`src/hdl/pbts_pkg.sv`:
```
`timescale 1ns / 1ps
package pbts_pkg;

  localparam int NUM_THREADS_DEF = 16;
  localparam int PRIO_LEVELS_DEF = 16;
  localparam int FLAG_BITS_DEF   = 16;

  typedef enum logic [3:0] {
    K_CREATE    = 4'd0,
    K_WAKE      = 4'd1,
    K_SLEEP     = 4'd2,
    K_YIELD     = 4'd3,
    K_EXIT      = 4'd4,
    K_SCHEDULE  = 4'd5,
    K_SETFLAGS  = 4'd6,
    K_CLRFLAGS  = 4'd7,
    K_WAITANY   = 4'd8,
    K_WAITALL   = 4'd9,
    K_WAITONE   = 4'd10
  } kind_t;

  typedef enum logic [2:0] {
    C_OK           = 3'd0,
    C_NO_SLOT      = 3'd1,
    C_BAD_PRIO     = 3'd2,
    C_NOT_FOUND    = 3'd3,
    C_NOT_SLEEPING = 3'd4,
    C_BLOCKED      = 3'd5,
    C_NONE_READY   = 3'd6,
    C_IGNORED      = 3'd7
  } code_t;

  typedef enum logic [2:0] {
    ST_STOPPED   = 3'd0,
    ST_SLEEPING  = 3'd1,
    ST_BLOCK_ANY = 3'd2,
    ST_BLOCK_ALL = 3'd3,
    ST_RUNNING   = 3'd4,
    ST_PENDING   = 3'd5
  } status_t;

  typedef struct packed {
    logic [3:0]  kind;
    logic [3:0]  target_thread;
    logic [3:0]  priority_req;
    logic [15:0] flag_mask;
    logic [1:0]  create_options;
    logic        in_isr;
  } req_t;

  typedef struct packed {
    logic [3:0]  thread_id;
    logic [2:0]  code;
    logic [15:0] flags_value;
    logic        switch_now;
    logic        switch_deferred;
  } rsp_t;

endpackage

```
`src/hdl/pbts_ffs.sv`:
```
`timescale 1ns / 1ps
module pbts_ffs #(
  parameter int W = 16
) (
  input  logic [W-1:0]         bits,
  output logic                 found,
  output logic [$clog2(W)-1:0] idx
);
  always_comb begin
    found = 1'b0;
    idx   = '0;
    for (int i = W - 1; i >= 0; i--) begin
      if (bits[i]) begin
        found = 1'b1;
        idx   = $clog2(W)'(i);
      end
    end
  end
endmodule

```
`src/hdl/pbts_engine.sv`:
```
`timescale 1ns / 1ps
module pbts_engine #(
  parameter int NUM_THREADS = pbts_pkg::NUM_THREADS_DEF,
  parameter int PRIO_LEVELS = pbts_pkg::PRIO_LEVELS_DEF,
  parameter int FLAG_BITS   = pbts_pkg::FLAG_BITS_DEF
) (
  input  logic           clk,
  input  logic           rst_n,
  input  logic           req_vld,
  input  pbts_pkg::req_t req,
  output logic           take,
  output logic           out_valid,
  input  logic           out_ready,
  output pbts_pkg::rsp_t out_data
);
  import pbts_pkg::*;

  localparam int IDX_W  = $clog2(NUM_THREADS);
  localparam int TID_W  = $clog2(NUM_THREADS + 1);
  localparam int PIDX_W = $clog2(PRIO_LEVELS);
  localparam int CNT_W  = $clog2(NUM_THREADS + 1);

  logic [NUM_THREADS-1:0] slot_used_r, slot_used_nxt;
  status_t                status_r  [NUM_THREADS];
  status_t                status_nxt[NUM_THREADS];
  logic [PIDX_W-1:0]      prio_r    [NUM_THREADS];
  logic [PIDX_W-1:0]      prio_nxt  [NUM_THREADS];
  logic [FLAG_BITS-1:0]   flags_r   [NUM_THREADS];
  logic [FLAG_BITS-1:0]   flags_nxt [NUM_THREADS];
  logic [FLAG_BITS-1:0]   wmask_r   [NUM_THREADS];
  logic [FLAG_BITS-1:0]   wmask_nxt [NUM_THREADS];
  logic [IDX_W-1:0]       rank_r    [NUM_THREADS];
  logic [IDX_W-1:0]       rank_nxt  [NUM_THREADS];
  logic [CNT_W-1:0]       count_r   [PRIO_LEVELS];
  logic [CNT_W-1:0]       count_nxt [PRIO_LEVELS];
  logic [TID_W-1:0]       cur_r, cur_nxt;
  logic                   defer_r, defer_nxt;
  logic                   out_valid_r;
  rsp_t                   out_r, out_nxt;

  logic [NUM_THREADS-1:0] inq, running;
  logic [PRIO_LEVELS-1:0] ready_bm;
  logic                   free_found, rdy_found;
  logic [IDX_W-1:0]       free_idx;
  logic [PIDX_W-1:0]      sp;
  logic                   hd_found;
  logic [IDX_W-1:0]       hd;

  always_comb begin
    for (int t = 0; t < NUM_THREADS; t++) begin
      inq[t]     = (status_r[t] == ST_RUNNING) || (status_r[t] == ST_PENDING);
      running[t] = (status_r[t] == ST_RUNNING);
    end
    for (int p = 0; p < PRIO_LEVELS; p++) begin
      ready_bm[p] = (count_r[p] != '0);
    end
  end

  pbts_ffs #(.W(NUM_THREADS)) u_free (
    .bits  (~slot_used_r),
    .found (free_found),
    .idx   (free_idx)
  );

  pbts_ffs #(.W(PRIO_LEVELS)) u_ready (
    .bits  (ready_bm),
    .found (rdy_found),
    .idx   (sp)
  );

  always_comb begin
    hd_found = 1'b0;
    hd       = '0;
    for (int t = 0; t < NUM_THREADS; t++) begin
      if (inq[t] && prio_r[t] == sp && rank_r[t] == '0) begin
        hd_found = 1'b1;
        hd       = IDX_W'(t);
      end
    end
  end

  assign take = req_vld && (!out_valid_r || out_ready);

  always_comb begin
    logic [IDX_W-1:0]     c, ti, st_t;
    logic                 c_ok, t_ok, now, wake, blk, need, st_en, q_rot;
    logic [PIDX_W-1:0]    st_p, qp, np;
    logic [FLAG_BITS-1:0] mask, have, fl, fval;
    logic [IDX_W-1:0]     r0;
    logic [TID_W-1:0]     tid;
    code_t                code;
    status_t              old_s, new_s;
    kind_t                kind;

    slot_used_nxt = slot_used_r;
    status_nxt    = status_r;
    prio_nxt      = prio_r;
    flags_nxt     = flags_r;
    wmask_nxt     = wmask_r;
    rank_nxt      = rank_r;
    count_nxt     = count_r;
    cur_nxt       = cur_r;
    defer_nxt     = defer_r;

    kind  = kind_t'(req.kind);
    c     = cur_r[IDX_W-1:0];
    c_ok  = cur_r < TID_W'(NUM_THREADS);
    ti    = IDX_W'(req.target_thread);
    t_ok  = (int'(req.target_thread) < NUM_THREADS) && slot_used_r[ti];
    mask  = FLAG_BITS'(req.flag_mask);
    np    = PIDX_W'(req.priority_req);
    now   = 1'b0;
    wake  = 1'b0;
    blk   = 1'b0;
    need  = 1'b0;
    st_en = 1'b0;
    st_t  = '0;
    st_p  = '0;
    new_s = ST_STOPPED;
    q_rot = 1'b0;
    qp    = '0;
    have  = '0;
    fl    = '0;
    fval  = '0;
    tid   = '0;
    code  = C_OK;
    r0    = '0;
    old_s = ST_STOPPED;

    if (req.kind >= 4'(K_SLEEP) && req.kind <= 4'(K_WAITONE) && kind != K_SCHEDULE &&
        kind != K_SETFLAGS && !c_ok && !(kind == K_SLEEP && req.in_isr)) begin
      code = C_NOT_FOUND;
    end else begin
      case (kind)
        K_CREATE: begin
          if (int'(req.priority_req) >= PRIO_LEVELS) begin
            code = C_BAD_PRIO;
          end else if (!free_found) begin
            code = C_NO_SLOT;
          end else begin
            slot_used_nxt[free_idx] = 1'b1;
            prio_nxt[free_idx]      = np;
            flags_nxt[free_idx]     = '0;
            wmask_nxt[free_idx]     = '0;
            tid   = TID_W'(free_idx);
            st_en = 1'b1;
            st_t  = free_idx;
            st_p  = np;
            new_s = req.create_options[0] ? ST_SLEEPING : ST_PENDING;
            need  = !req.create_options[0] && !req.create_options[1] &&
                    (!c_ok || !inq[c] || prio_r[c] > np);
          end
        end
        K_WAKE: begin
          if (!t_ok) begin
            code = C_NOT_FOUND;
          end else if (status_r[ti] != ST_SLEEPING) begin
            code = C_NOT_SLEEPING;
          end else begin
            st_en = 1'b1;
            st_t  = ti;
            st_p  = prio_r[ti];
            new_s = ST_PENDING;
            need  = !c_ok || (!inq[c] && c != ti) || prio_r[c] > prio_r[ti];
          end
        end
        K_SLEEP: begin
          if (req.in_isr) begin
            code = C_IGNORED;
          end else begin
            st_en = 1'b1;
            st_t  = c;
            st_p  = prio_r[c];
            new_s = ST_SLEEPING;
            now   = 1'b1;
          end
        end
        K_YIELD: begin
          q_rot = inq[c];
          qp    = prio_r[c];
          now   = 1'b1;
        end
        K_EXIT: begin
          slot_used_nxt[c] = 1'b0;
          st_en   = 1'b1;
          st_t    = c;
          st_p    = prio_r[c];
          new_s   = ST_STOPPED;
          cur_nxt = TID_W'(NUM_THREADS);
          now     = 1'b1;
        end
        K_SCHEDULE: begin
          defer_nxt = 1'b0;
          if (!rdy_found || !hd_found) begin
            code = C_NONE_READY;
          end else begin
            tid = TID_W'(hd);
            if (cur_r != TID_W'(hd)) begin
              if (c_ok && status_r[c] == ST_RUNNING) begin
                status_nxt[c] = ST_PENDING;
              end
              status_nxt[hd] = ST_RUNNING;
              cur_nxt        = TID_W'(hd);
            end
          end
        end
        K_SETFLAGS: begin
          if (!t_ok) begin
            code = C_NOT_FOUND;
          end else begin
            fl            = flags_r[ti] | mask;
            flags_nxt[ti] = fl;
            wake = (status_r[ti] == ST_BLOCK_ANY && (fl & wmask_r[ti]) != '0) ||
                   (status_r[ti] == ST_BLOCK_ALL && (fl & wmask_r[ti]) == wmask_r[ti]);
            if (wake) begin
              st_en = 1'b1;
              st_t  = ti;
              st_p  = prio_r[ti];
              new_s = ST_PENDING;
              need  = 1'b1;
            end
          end
        end
        K_CLRFLAGS: begin
          have         = mask & flags_r[c];
          flags_nxt[c] = flags_r[c] & ~have;
          fval         = have;
        end
        K_WAITANY, K_WAITALL, K_WAITONE: begin
          have = flags_r[c] & mask;
          blk  = (kind == K_WAITALL) ? (have != mask) : (have == '0);
          if (blk) begin
            wmask_nxt[c] = mask;
            st_en = 1'b1;
            st_t  = c;
            st_p  = prio_r[c];
            new_s = (kind == K_WAITALL) ? ST_BLOCK_ALL : ST_BLOCK_ANY;
            now   = 1'b1;
            code  = C_BLOCKED;
          end else begin
            if (kind == K_WAITONE) begin
              have = have & (~have + 1'b1);
            end
            flags_nxt[c] = flags_r[c] & ~have;
            fval         = have;
          end
        end
        default: begin
          code = C_IGNORED;
        end
      endcase
    end

    if (need) begin
      if (req.in_isr) begin
        defer_nxt = 1'b1;
      end else begin
        now = 1'b1;
      end
    end

    if (st_en) begin
      old_s            = status_r[st_t];
      status_nxt[st_t] = new_s;
      if ((new_s == ST_RUNNING || new_s == ST_PENDING) &&
          !(old_s == ST_RUNNING || old_s == ST_PENDING)) begin
        rank_nxt[st_t]  = IDX_W'(count_r[st_p]);
        count_nxt[st_p] = count_r[st_p] + 1'b1;
      end else if (!(new_s == ST_RUNNING || new_s == ST_PENDING) &&
                   (old_s == ST_RUNNING || old_s == ST_PENDING)) begin
        r0 = rank_r[st_t];
        for (int t = 0; t < NUM_THREADS; t++) begin
          if (inq[t] && prio_r[t] == st_p && rank_r[t] > r0) begin
            rank_nxt[t] = rank_r[t] - 1'b1;
          end
        end
        count_nxt[st_p] = count_r[st_p] - 1'b1;
      end
    end

    if (q_rot && count_r[qp] != '0) begin
      for (int t = 0; t < NUM_THREADS; t++) begin
        if (inq[t] && prio_r[t] == qp) begin
          rank_nxt[t] = (rank_r[t] == '0) ? IDX_W'(count_r[qp] - 1'b1) : rank_r[t] - 1'b1;
        end
      end
    end

    out_nxt.thread_id       = 4'(tid);
    out_nxt.code            = code;
    out_nxt.flags_value     = 16'(fval);
    out_nxt.switch_now      = now;
    out_nxt.switch_deferred = defer_nxt;
  end

  always_ff @(posedge clk) begin
    if (!rst_n) begin
      slot_used_r <= '0;
      for (int t = 0; t < NUM_THREADS; t++) begin
        status_r[t] <= ST_STOPPED;
        prio_r[t]   <= PIDX_W'(PRIO_LEVELS - 1);
        flags_r[t]  <= '0;
        wmask_r[t]  <= '0;
        rank_r[t]   <= '0;
      end
      for (int p = 0; p < PRIO_LEVELS; p++) begin
        count_r[p] <= '0;
      end
      cur_r       <= TID_W'(NUM_THREADS);
      defer_r     <= 1'b0;
      out_valid_r <= 1'b0;
    end else begin
      if (take) begin
        slot_used_r <= slot_used_nxt;
        status_r    <= status_nxt;
        prio_r      <= prio_nxt;
        flags_r     <= flags_nxt;
        wmask_r     <= wmask_nxt;
        rank_r      <= rank_nxt;
        count_r     <= count_nxt;
        cur_r       <= cur_nxt;
        defer_r     <= defer_nxt;
        out_valid_r <= 1'b1;
      end else if (out_ready) begin
        out_valid_r <= 1'b0;
      end
    end
  end

  always_ff @(posedge clk) begin
    if (take) begin
      out_r <= out_nxt;
    end
  end

  assign out_valid = out_valid_r;
  assign out_data  = out_r;

  a_ready_matches_queues: assert property (@(posedge clk) disable iff (!rst_n)
    (|ready_bm) == (|inq))
    else $error("ready bitmap disagrees with queued threads");

  a_current_slot_used: assert property (@(posedge clk) disable iff (!rst_n)
    (cur_r < TID_W'(NUM_THREADS)) |-> slot_used_r[cur_r[IDX_W-1:0]])
    else $error("current thread occupies a free slot");

  a_single_running: assert property (@(posedge clk) disable iff (!rst_n)
    $onehot0(running))
    else $error("more than one thread running");

  a_defer_cleared: assert property (@(posedge clk) disable iff (!rst_n)
    take && kind_t'(req.kind) == K_SCHEDULE |=> !defer_r)
    else $error("schedule left a deferred switch pending");

endmodule

```
`src/hdl/priority_bitmap_thread_scheduler_core.sv`:
```
`timescale 1ns / 1ps
// Priority bitmap thread scheduler. Each request (create, wake, sleep, yield, exit, schedule,
// set/clear flags, wait any/all/one) yields exactly one response carrying the chosen thread,
// a status code, returned flags and switch indications. Requests pass through an input
// register and are resolved combinationally by priority encoders over the thread table and
// per-priority queue ranks into an output register; one transaction per cycle is sustained
// while the response side keeps up.
module priority_bitmap_thread_scheduler_core #(
  parameter int NUM_THREADS = pbts_pkg::NUM_THREADS_DEF,
  parameter int PRIO_LEVELS = pbts_pkg::PRIO_LEVELS_DEF,
  parameter int FLAG_BITS   = pbts_pkg::FLAG_BITS_DEF
) (
  input  logic           clk,
  input  logic           rst_n,
  input  logic           in_valid,
  output logic           in_ready,
  input  pbts_pkg::req_t in_data,
  output logic           out_valid,
  input  logic           out_ready,
  output pbts_pkg::rsp_t out_data
);
  import pbts_pkg::*;

  logic in_vld_r;
  req_t in_r;
  logic take;

  assign in_ready = !in_vld_r || take;

  always_ff @(posedge clk) begin
    if (!rst_n) begin
      in_vld_r <= 1'b0;
    end else if (in_ready) begin
      in_vld_r <= in_valid;
    end
  end

  always_ff @(posedge clk) begin
    if (in_ready && in_valid) begin
      in_r <= in_data;
    end
  end

  pbts_engine #(
    .NUM_THREADS (NUM_THREADS),
    .PRIO_LEVELS (PRIO_LEVELS),
    .FLAG_BITS   (FLAG_BITS)
  ) u_engine (
    .clk       (clk),
    .rst_n     (rst_n),
    .req_vld   (in_vld_r),
    .req       (in_r),
    .take      (take),
    .out_valid (out_valid),
    .out_ready (out_ready),
    .out_data  (out_data)
  );

endmodule
```
`config.mk`:
```
export PLATFORM = sky130hd
export DESIGN_NAME = priority_bitmap_thread_scheduler_core
export DESIGN_NICKNAME = d
export VERILOG_FILES = /design/src/hdl/pbts_pkg.sv /design/src/hdl/pbts_ffs.sv /design/src/hdl/pbts_engine.sv /design/src/hdl/priority_bitmap_thread_scheduler_core.sv
export SDC_FILE = /design/constraint.sdc
export NUM_CORES = 2
export LEC_CHECK = 0
export BUFFER_PORTS_ARGS = -buffer_cell sky130_fd_sc_hd__buf_2
export CAP_MARGIN = 20
export CORE_AREA = 8 8 396 398
export CTS_BUF_LIST = sky130_fd_sc_hd__clkbuf_8
export DETAILED_ROUTE_END_ITERATION = 8
export DIE_AREA = 0 0 404 406
export PLACE_DENSITY = 0.64
export SLEW_MARGIN = 15
export SYNTH_ARGS = -nofsm -noshare
export SYNTH_HDL_FRONTEND = slang
export SYNTH_SLANG_ARGS = --single-unit
```
`constraint.sdc`:
```
create_clock -name clk -period 9.39 [get_ports clk]
set_input_delay 1.878 -clock clk [delete_from_list [all_inputs] [get_ports clk]]
set_output_delay 1.878 -clock clk [all_outputs]
set_load 0.03 [all_outputs]
```
After elaboration in Yosys (flattened, before gate mapping)
Cells that the tools add are included.
{ "op_classes": {"add_sub_neg": 20, "n_lt_le_gt_ge": 39, "n_eq_ne": 110, "n_mux": 314, "n_bitwise": 29, "n_reduce_logical": 193} }
{ "ops": {"columns": ["cell", "count"], "rows": [
  ["256-bit 2-to-1 mux", 5],
  ["256-bit bitwise mux", 4],
  ["256-bit one-hot mux with 4 select lines", 1],
  ["256-bit bitwise AND", 2],
  ["256-bit one-hot mux with 2 select lines", 1],
  ["48-bit 2-to-1 mux", 10],
  ["4-bit 2-to-1 mux", 116],
  ["64-bit 2-to-1 mux", 4],
  ["256-bit NOT", 1],
  ["16-bit 2-to-1 mux", 15],
  ["16-bit binary-select mux with 4-bit select", 3],
  ["16-bit demux with 4-bit select", 3],
  ["4-bit == test", 48],
  ["80-bit bitwise mux", 2],
  ["80-bit 2-to-1 mux", 2],
  ["64-bit bitwise mux", 2],
  ["16-bit bitwise AND", 7],
  ["3-bit == test (second input constant)", 37],
  ["1-bit logical AND", 105],
  ["5-bit nonzero test", 17],
  ["1-bit 2-to-1 mux", 80],
  ["16-bit NOT", 5],
  ["3-bit 2-to-1 mux", 26],
  ["4-bit > comparator", 18],
  ["other kinds (62)", 191]
]} }
{ "word_totals": {"register_bits": 848, "output_inout_bits": 27, "elab_cells": 817} }

Depth between registers and ports, before layout
{ "depth": {"word_depth": 48, "ltp_mapped": 35, "depth_no_buf": 28} }

Hierarchy
A second synthesis with hierarchy kept.
{ "unflattened": {"cells_unflattened": 7318, "hier_area_um2": 58612.5} }
{ "modules_own_cells": {"columns": ["module", "n_inst", "cells_each", "area_per_inst_um2", "seq_area_each_um2"], "rows": [
  ["pbts_engine", 1, 7216, 57266.2, 16585.9],
  ["priority_bitmap_thread_scheduler_core", 1, 36, 988.4, 950.9],
  ["pbts_ffs", 2, 33, 178.9, 0.0]
]} }

Least setup slack after synthesis
OpenSTA, ideal clock, no wires.
{ "synth_timing": {"path_type": "reg-to-reg", "start": "register u_engine.cur_r[3]", "end": "register u_engine.rank_r[18] (netlist name)", "setup_time_ps": 132, "arrival_ps": 7278, "path_slack_ps": 1980, "path_stages_with_launch": 30, "path_buffers": 5, "period_less_slack_ps": 7410, "cell_sequence": "dfxtp_1 buf_2 buf_1 mux4_2 mux2_2 a22oi_1 o311a_1 nand3_1 nor3_2 o211ai_1 buf_2 nand2_1 nand2_1 a31oi_1 clkbuf_1 clkbuf_1 o211ai_1 a21oi_1 a21oi_1 o21ai_0 ha_1 nand4_1 nand3_1 or3_1 nor4_1 and2_1 o21ai_0 a221o_1 a21oi_1 nor3_1"} }
{ "synth_via": {"elab_chain_cells": 22} }
{ "synth_lines": {"columns": ["element", "line", "source"], "rows": [
  ["start: declaration", "pbts_engine.sv:36", "logic [TID_W-1:0] cur_r, cur_nxt;"],
  ["start signal: assignment", "pbts_engine.sv:309", "cur_r <= TID_W'(NUM_THREADS);"],
  ["start signal: assignment", "pbts_engine.sv:321", "cur_r <= cur_nxt;"],
  ["4-bit NOT with 5-bit output (not written as such)", null, null],
  ["16-bit binary-select mux with 4-bit select", "pbts_engine.sv:230", "have = flags_r[c] & mask;"],
  ["16-bit 2-to-1 mux (not written as such) (2 in a row)", "pbts_engine.sv:230", null],
  ["16-bit bitwise AND", "pbts_engine.sv:230", null],
  ["16-bit != test or 16-bit logical NOT (tied branches)", "pbts_engine.sv:231", "blk = (kind == K_WAITALL) ? (have != mask) : (have == '0);"],
  ["1-bit 2-to-1 mux", "pbts_engine.sv:231", null],
  ["4-bit 2-to-1 mux", "pbts_engine.sv:232", "if (blk) begin"],
  ["4-bit one-hot mux with 6 select lines", "pbts_engine.sv:134", "case (kind)"],
  ["[... 5 more ...]", null, null],
  ["4-bit > comparator or 3-bit == test (tied branches)", "pbts_engine.sv:273, pbts_engine.sv:266, pbts_engine.sv:270", null],
  ["1-bit logical AND or 1-bit logical OR (tied branches)", "pbts_engine.sv:273, pbts_engine.sv:266, pbts_engine.sv:270", null],
  ["4-bit 2-to-1 mux (tied with other cells)", "pbts_engine.sv:273", "if (inq[t] && prio_r[t] == st_p && rank_r[t] > r0) begin"],
  ["64-bit 2-to-1 mux or 1-bit logical AND (tied branches)", "pbts_engine.sv:269, pbts_engine.sv:265", null],
  ["64-bit 2-to-1 mux", "pbts_engine.sv:265", "if ((new_s == ST_RUNNING || new_s == ST_PENDING) &&"],
  ["64-bit 2-to-1 mux", "pbts_engine.sv:262", "if (st_en) begin"],
  ["4-bit 2-to-1 mux", "pbts_engine.sv:283", "if (inq[t] && prio_r[t] == qp) begin"],
  ["64-bit 2-to-1 mux *", "pbts_engine.sv:281", "if (q_rot && count_r[qp] != '0) begin"],
  ["end signal: assignment", "pbts_engine.sv:319", "rank_r <= rank_nxt;"],
  ["end: declaration", "pbts_engine.sv:32", "logic [IDX_W-1:0] rank_r [NUM_THREADS];"]
]} }
Every way passes the cells marked *; elsewhere a longest branch is shown, timed or not. The select of a mux whose other input is x is not followed.
A chain may end at the register's enable or synchronous reset.

Worst setup path in the final report
{ "layout_timing": {"start": "register in_r[25] (netlist name)", "end": "register u_engine.rank_r[6] (netlist name)"} }
{ "layout_via": {"elab_chain_cells": 25} }
{ "layout_lines": {"columns": ["element", "line", "source"], "rows": [
  ["start: declaration", "priority_bitmap_thread_scheduler_core.sv:25", "req_t in_r;"],
  ["start signal: assignment", "priority_bitmap_thread_scheduler_core.sv:40", "in_r <= in_data;"],
  ["4-bit NOT with 5-bit output (not written as such)", null, null],
  ["16-bit binary-select mux with 4-bit select", "pbts_engine.sv:211", "fl = flags_r[ti] | mask;"],
  ["16-bit 2-to-1 mux (not written as such) (2 in a row)", "pbts_engine.sv:211", null],
  ["16-bit bitwise OR", "pbts_engine.sv:211", null],
  ["16-bit bitwise AND", "pbts_engine.sv:213, pbts_engine.sv:214", null],
  ["16-bit == test or 16-bit nonzero test (tied branches)", "pbts_engine.sv:214, pbts_engine.sv:213", null],
  ["1-bit logical AND, on equally long branches", "pbts_engine.sv:214, pbts_engine.sv:213", null],
  ["1-bit logical OR", "pbts_engine.sv:213", "wake = (status_r[ti] == ST_BLOCK_ANY && (fl & wmask_r[ti]) != '0) ||"],
  ["[... 8 more ...]", null, null],
  ["4-bit > comparator or 3-bit == test (tied branches)", "pbts_engine.sv:273, pbts_engine.sv:266, pbts_engine.sv:270", null],
  ["1-bit logical AND or 1-bit logical OR (tied branches)", "pbts_engine.sv:273, pbts_engine.sv:266, pbts_engine.sv:270", null],
  ["4-bit 2-to-1 mux (tied with other cells)", "pbts_engine.sv:273", null],
  ["64-bit 2-to-1 mux or 1-bit logical AND (tied branches)", "pbts_engine.sv:269, pbts_engine.sv:265", null],
  ["64-bit 2-to-1 mux", "pbts_engine.sv:265", null],
  ["64-bit 2-to-1 mux *", "pbts_engine.sv:262", null],
  ["4-bit 2-to-1 mux", "pbts_engine.sv:283", null],
  ["64-bit 2-to-1 mux *", "pbts_engine.sv:281", null]
]} }
Marks and branches as above.

==> flow_metrics.env <==
export IMPL_portBuffers=61
export IMPL_drive_gt1_frac=0.145
export IMPL_grt_setup_unrepaired="no"
export IMPL_drtPass1Iterations=9
export IMPL_synth_warnings=0
export IMPL_ios=62
export IMPL_die_w_um=404
export IMPL_leakagePower_nw=21.3
export IMPL_clk_latency_ns=0.97
export IMPL_nets=7474
export IMPL_synthDistinctLibCells=101
export IMPL_cts_tree="done"
export IMPL_crit_path_max_fanout=25
export IMPL_core_area_mm2=0.151
export IMPL_yosys_area_top_type="dfxtp_1"
export IMPL_hold_path_class="reg2reg"
export IMPL_yosys_area_top_type_share=0.265
export IMPL_detail_route_antenna_nets=0
export IMPL_synth_mux_area_frac=0.143
export IMPL_num_rows=143
export IMPL_place_area_mm2=0.0623
export IMPL_setup_tns_final_ns=0
export IMPL_track_usage=0.333
export IMPL_synth_compound_area_frac=0.276
export IMPL_start_kind="flip-flop"
export IMPL_timing_critical_path_mode_cell="buf_4"
export IMPL_viasPerCell=6.94
export IMPL_dpl_hpwl_um=192000
export IMPL_synth_top_family_by_area="compound AO/OA/AOI/OAI gates"
export IMPL_synth_simple_area_share=0.178
export IMPL_vias=65997
export IMPL_wl_um=290000
export IMPL_cts_buffers=154
export IMPL_worst_pin_slew_ns=1.46
export IMPL_relSlewSlack=0.0262
export IMPL_hold_viol_final=0
export IMPL_ys_ff_latch=848
export IMPL_root_buffer="clkbuf_8"
export IMPL_setup_viol=0
export IMPL_synth_cells=7621
export IMPL_start_util=0.397
export IMPL_synth_nets=7749
export IMPL_place_congestion=1.06
export IMPL_critPathBufInv=4
export IMPL_drv_cap=0
export IMPL_dieArea_mm2=0.164
export IMPL_max_clock_freq_mhz=109
export IMPL_synth_edf_count=56
export IMPL_cts_sinks=848
export IMPL_cts_setup_buffers=0
export IMPL_area_delta_synth_final_pct=9.90
export IMPL_syn_cell_area_mm2=0.0599
export IMPL_path_clk_slew_ns=0.06
export IMPL_synth_area_leaders="dfxtp_1, mux4_2, a21oi_1"
export IMPL_slew_viol_final=0
export IMPL_synth_seq_area_share=0.293
export IMPL_criticalPathCategory="reg2reg"
export IMPL_synth_xor_area_frac=0.0322
export IMPL_overflow=0
export IMPL_status="complete, no violations"
export IMPL_htree_num_levels=4
export IMPL_wl_per_cell_um=30.5
export IMPL_fin_area_mm2=0.0658
export IMPL_finClkSkew_ns=0.0724
export IMPL_syn_area_per_cell_um2=7.86
export IMPL_cts_buffer_depth=3
export IMPL_cpPeakStageDelay_ns=0.67
export IMPL_layout_min_cycle_time_ns=9.15
export IMPL_synthArstFlopShare=0
export IMPL_first_iter_violations=11692
export IMPL_grt_pass1_vias=59611
export IMPL_synth_flop_cell="dfxtp_1"
export IMPL_slowest_stage="a31oi_4"
export IMPL_crit_required_ns=10.17
export IMPL_arrival_ns=9.94
export IMPL_dieHeight_um=406
export IMPL_yosys_area_share_adder=0.0194
export IMPL_period_share=0.975
export IMPL_crit_family="simple AND/OR/NAND/NOR gates"
export IMPL_antenna_found_initial=20
export IMPL_grt_pass1_wl_um=413000
export IMPL_grt_max_degree=215
export IMPL_drc=0
export IMPL_endpoint_kind="flip-flop"
export IMPL_power_density_mw_per_mm2=131
export IMPL_irDropWorstVdd_mv=0.117
==> stage by stage <==
stage | setup WS (ns) | hold WS [ns] | std cells | total power [mW] | utilization
floorplan | 1.98 | 0.458 | 7621 | 4.31 | -
global placement | -0.0520 | 0.474 | 9215 | 4.66 | 0.413
detailed placement | 0.0434 | 0.477 | 9215 | 4.67 | 0.413
CTS | 0.0144 | 0.492 | 9496 | 8.55 | 0.436
global route | 0.0295 | 0.496 | 9502 | 8.80 | 0.437
finish | 0.239 | 0.489 | 9512 | 8.59 | 0.437
==> cells by family after synthesis <==
logic type,count (synthesis)
AND/OR/NAND/NOR,2432
adder cells (fa/ha/maj),93
flip-flops,848
multiplexers,543
AO/OA/AOI/OAI,2634
buffers and inverters,852
XOR/XNOR,219
==> metal layers <==
layer / share of wire / track usage
met1: 0.36 / 0.414
met2: 0.41 / 0.477
met3: 0.15 / 0.125
met4: 0.084 / 0.224
met5: 0.00079 / 0
==> synth_stat cells (38+ instances only) <==
master,count
a211oi_1,64
a21oi_1,1012
a221oi_1,38
a22oi_1,367
a31oi_1,39
a32oi_1,79
buf_1,43
buf_2,59
clkbuf_1,619
dfxtp_1,792
edfxtp_1,56
ha_1,93
inv_1,81
mux2_2,96
mux2i_1,204
mux4_2,238
nand2_1,766
nand2b_1,64
nand3_1,110
nand4_1,84
nor2_1,1038
nor2b_1,62
nor3_1,97
o211ai_1,204
o21ai_0,349
o22ai_1,224
xnor2_1,113
xor2_1,105
==> sequential cells by signal, indices dropped and copies added, names as in the netlist, 5 cells and up <==
register / count
u_engine.rank_r: 64
u_engine.flags_r: 256
u_engine.prio_r: 64
u_engine.cur_r: 5
u_engine.out_data: 25
u_engine.count_r: 80
u_engine.wmask_r: 256
u_engine.slot_used_r: 16
u_engine.status_r: 48
in_r: 31
==> tightest hold or removal path, cell delays in order, from the launching register on <==
cell and delay [ns]:
dfxtp_1 0.31, o21ai_0 0.07, a21oi_1 0.06
==> power by group <==
| part | internal (mW) | total [mW] | switching [mW] |
|---|---|---|---|
| registers | 3.66 | 3.70 | 0.0391 |
| clock network | 2.15 | 3.95 | 1.80 |
| logic | 0.242 | 0.944 | 0.702 |
| total | 6.05 | 8.59 | 2.54 |
==> final timing paths <==
check	from	end	slack, ns	depth (start not counted)
max	in_r[25]	u_engine.rank_r[6]	0.24	29
min	u_engine.status_r[7]	u_engine.status_r[7]	0.49	2
max reg2reg	in_r[25]	u_engine.rank_r[6]	0.24	29
min reg2reg	u_engine.status_r[7]	u_engine.status_r[7]	0.49	2
==> final cells by class <==
cell class | instances | area (um2)
Sequential cell | 848 | 17500
Clock inverter | 98 | 837
Tap cell | 2030 | 2540
Inverter | 89 | 344
Fill cell | 15012 | 84800
Multi-Input combinational cell | 5922 | 39500
Clock buffer | 183 | 2520
Antenna cell | 11 | 27.5
Timing Repair Buffer | 331 | 2470
==> layout by cell type, fill, tap and decap left out, drive strengths merged, types with 26 or more instances in the layout <==
cell type and count:
a21oi 1014, and2 38, mux2i 204, o221ai 26, clkbuf 183, nor3 100
ha 93, nor2 1039, a32oi 79, dfxtp 792, nand2b 64, nor4 46
o21ai 371, a221oi 41, mux4 238, nand4 84, buf 331, xnor2 114
clkinv 28, mux2 101, edfxtp 56, nand2 767, o211ai 205, a211oi 72
nor2b 62, a22oi 367, o22ai 224, nand3 110, xor2 105, inv 142
a31oi 40
==> repair_timing <==
item,4_1_cts,5_1_grt
hold buffers,0,0
setup endpoints to repair,0,21
gates resized for setup,0,5
No activity file was read; power rests on OpenSTA's default activity.
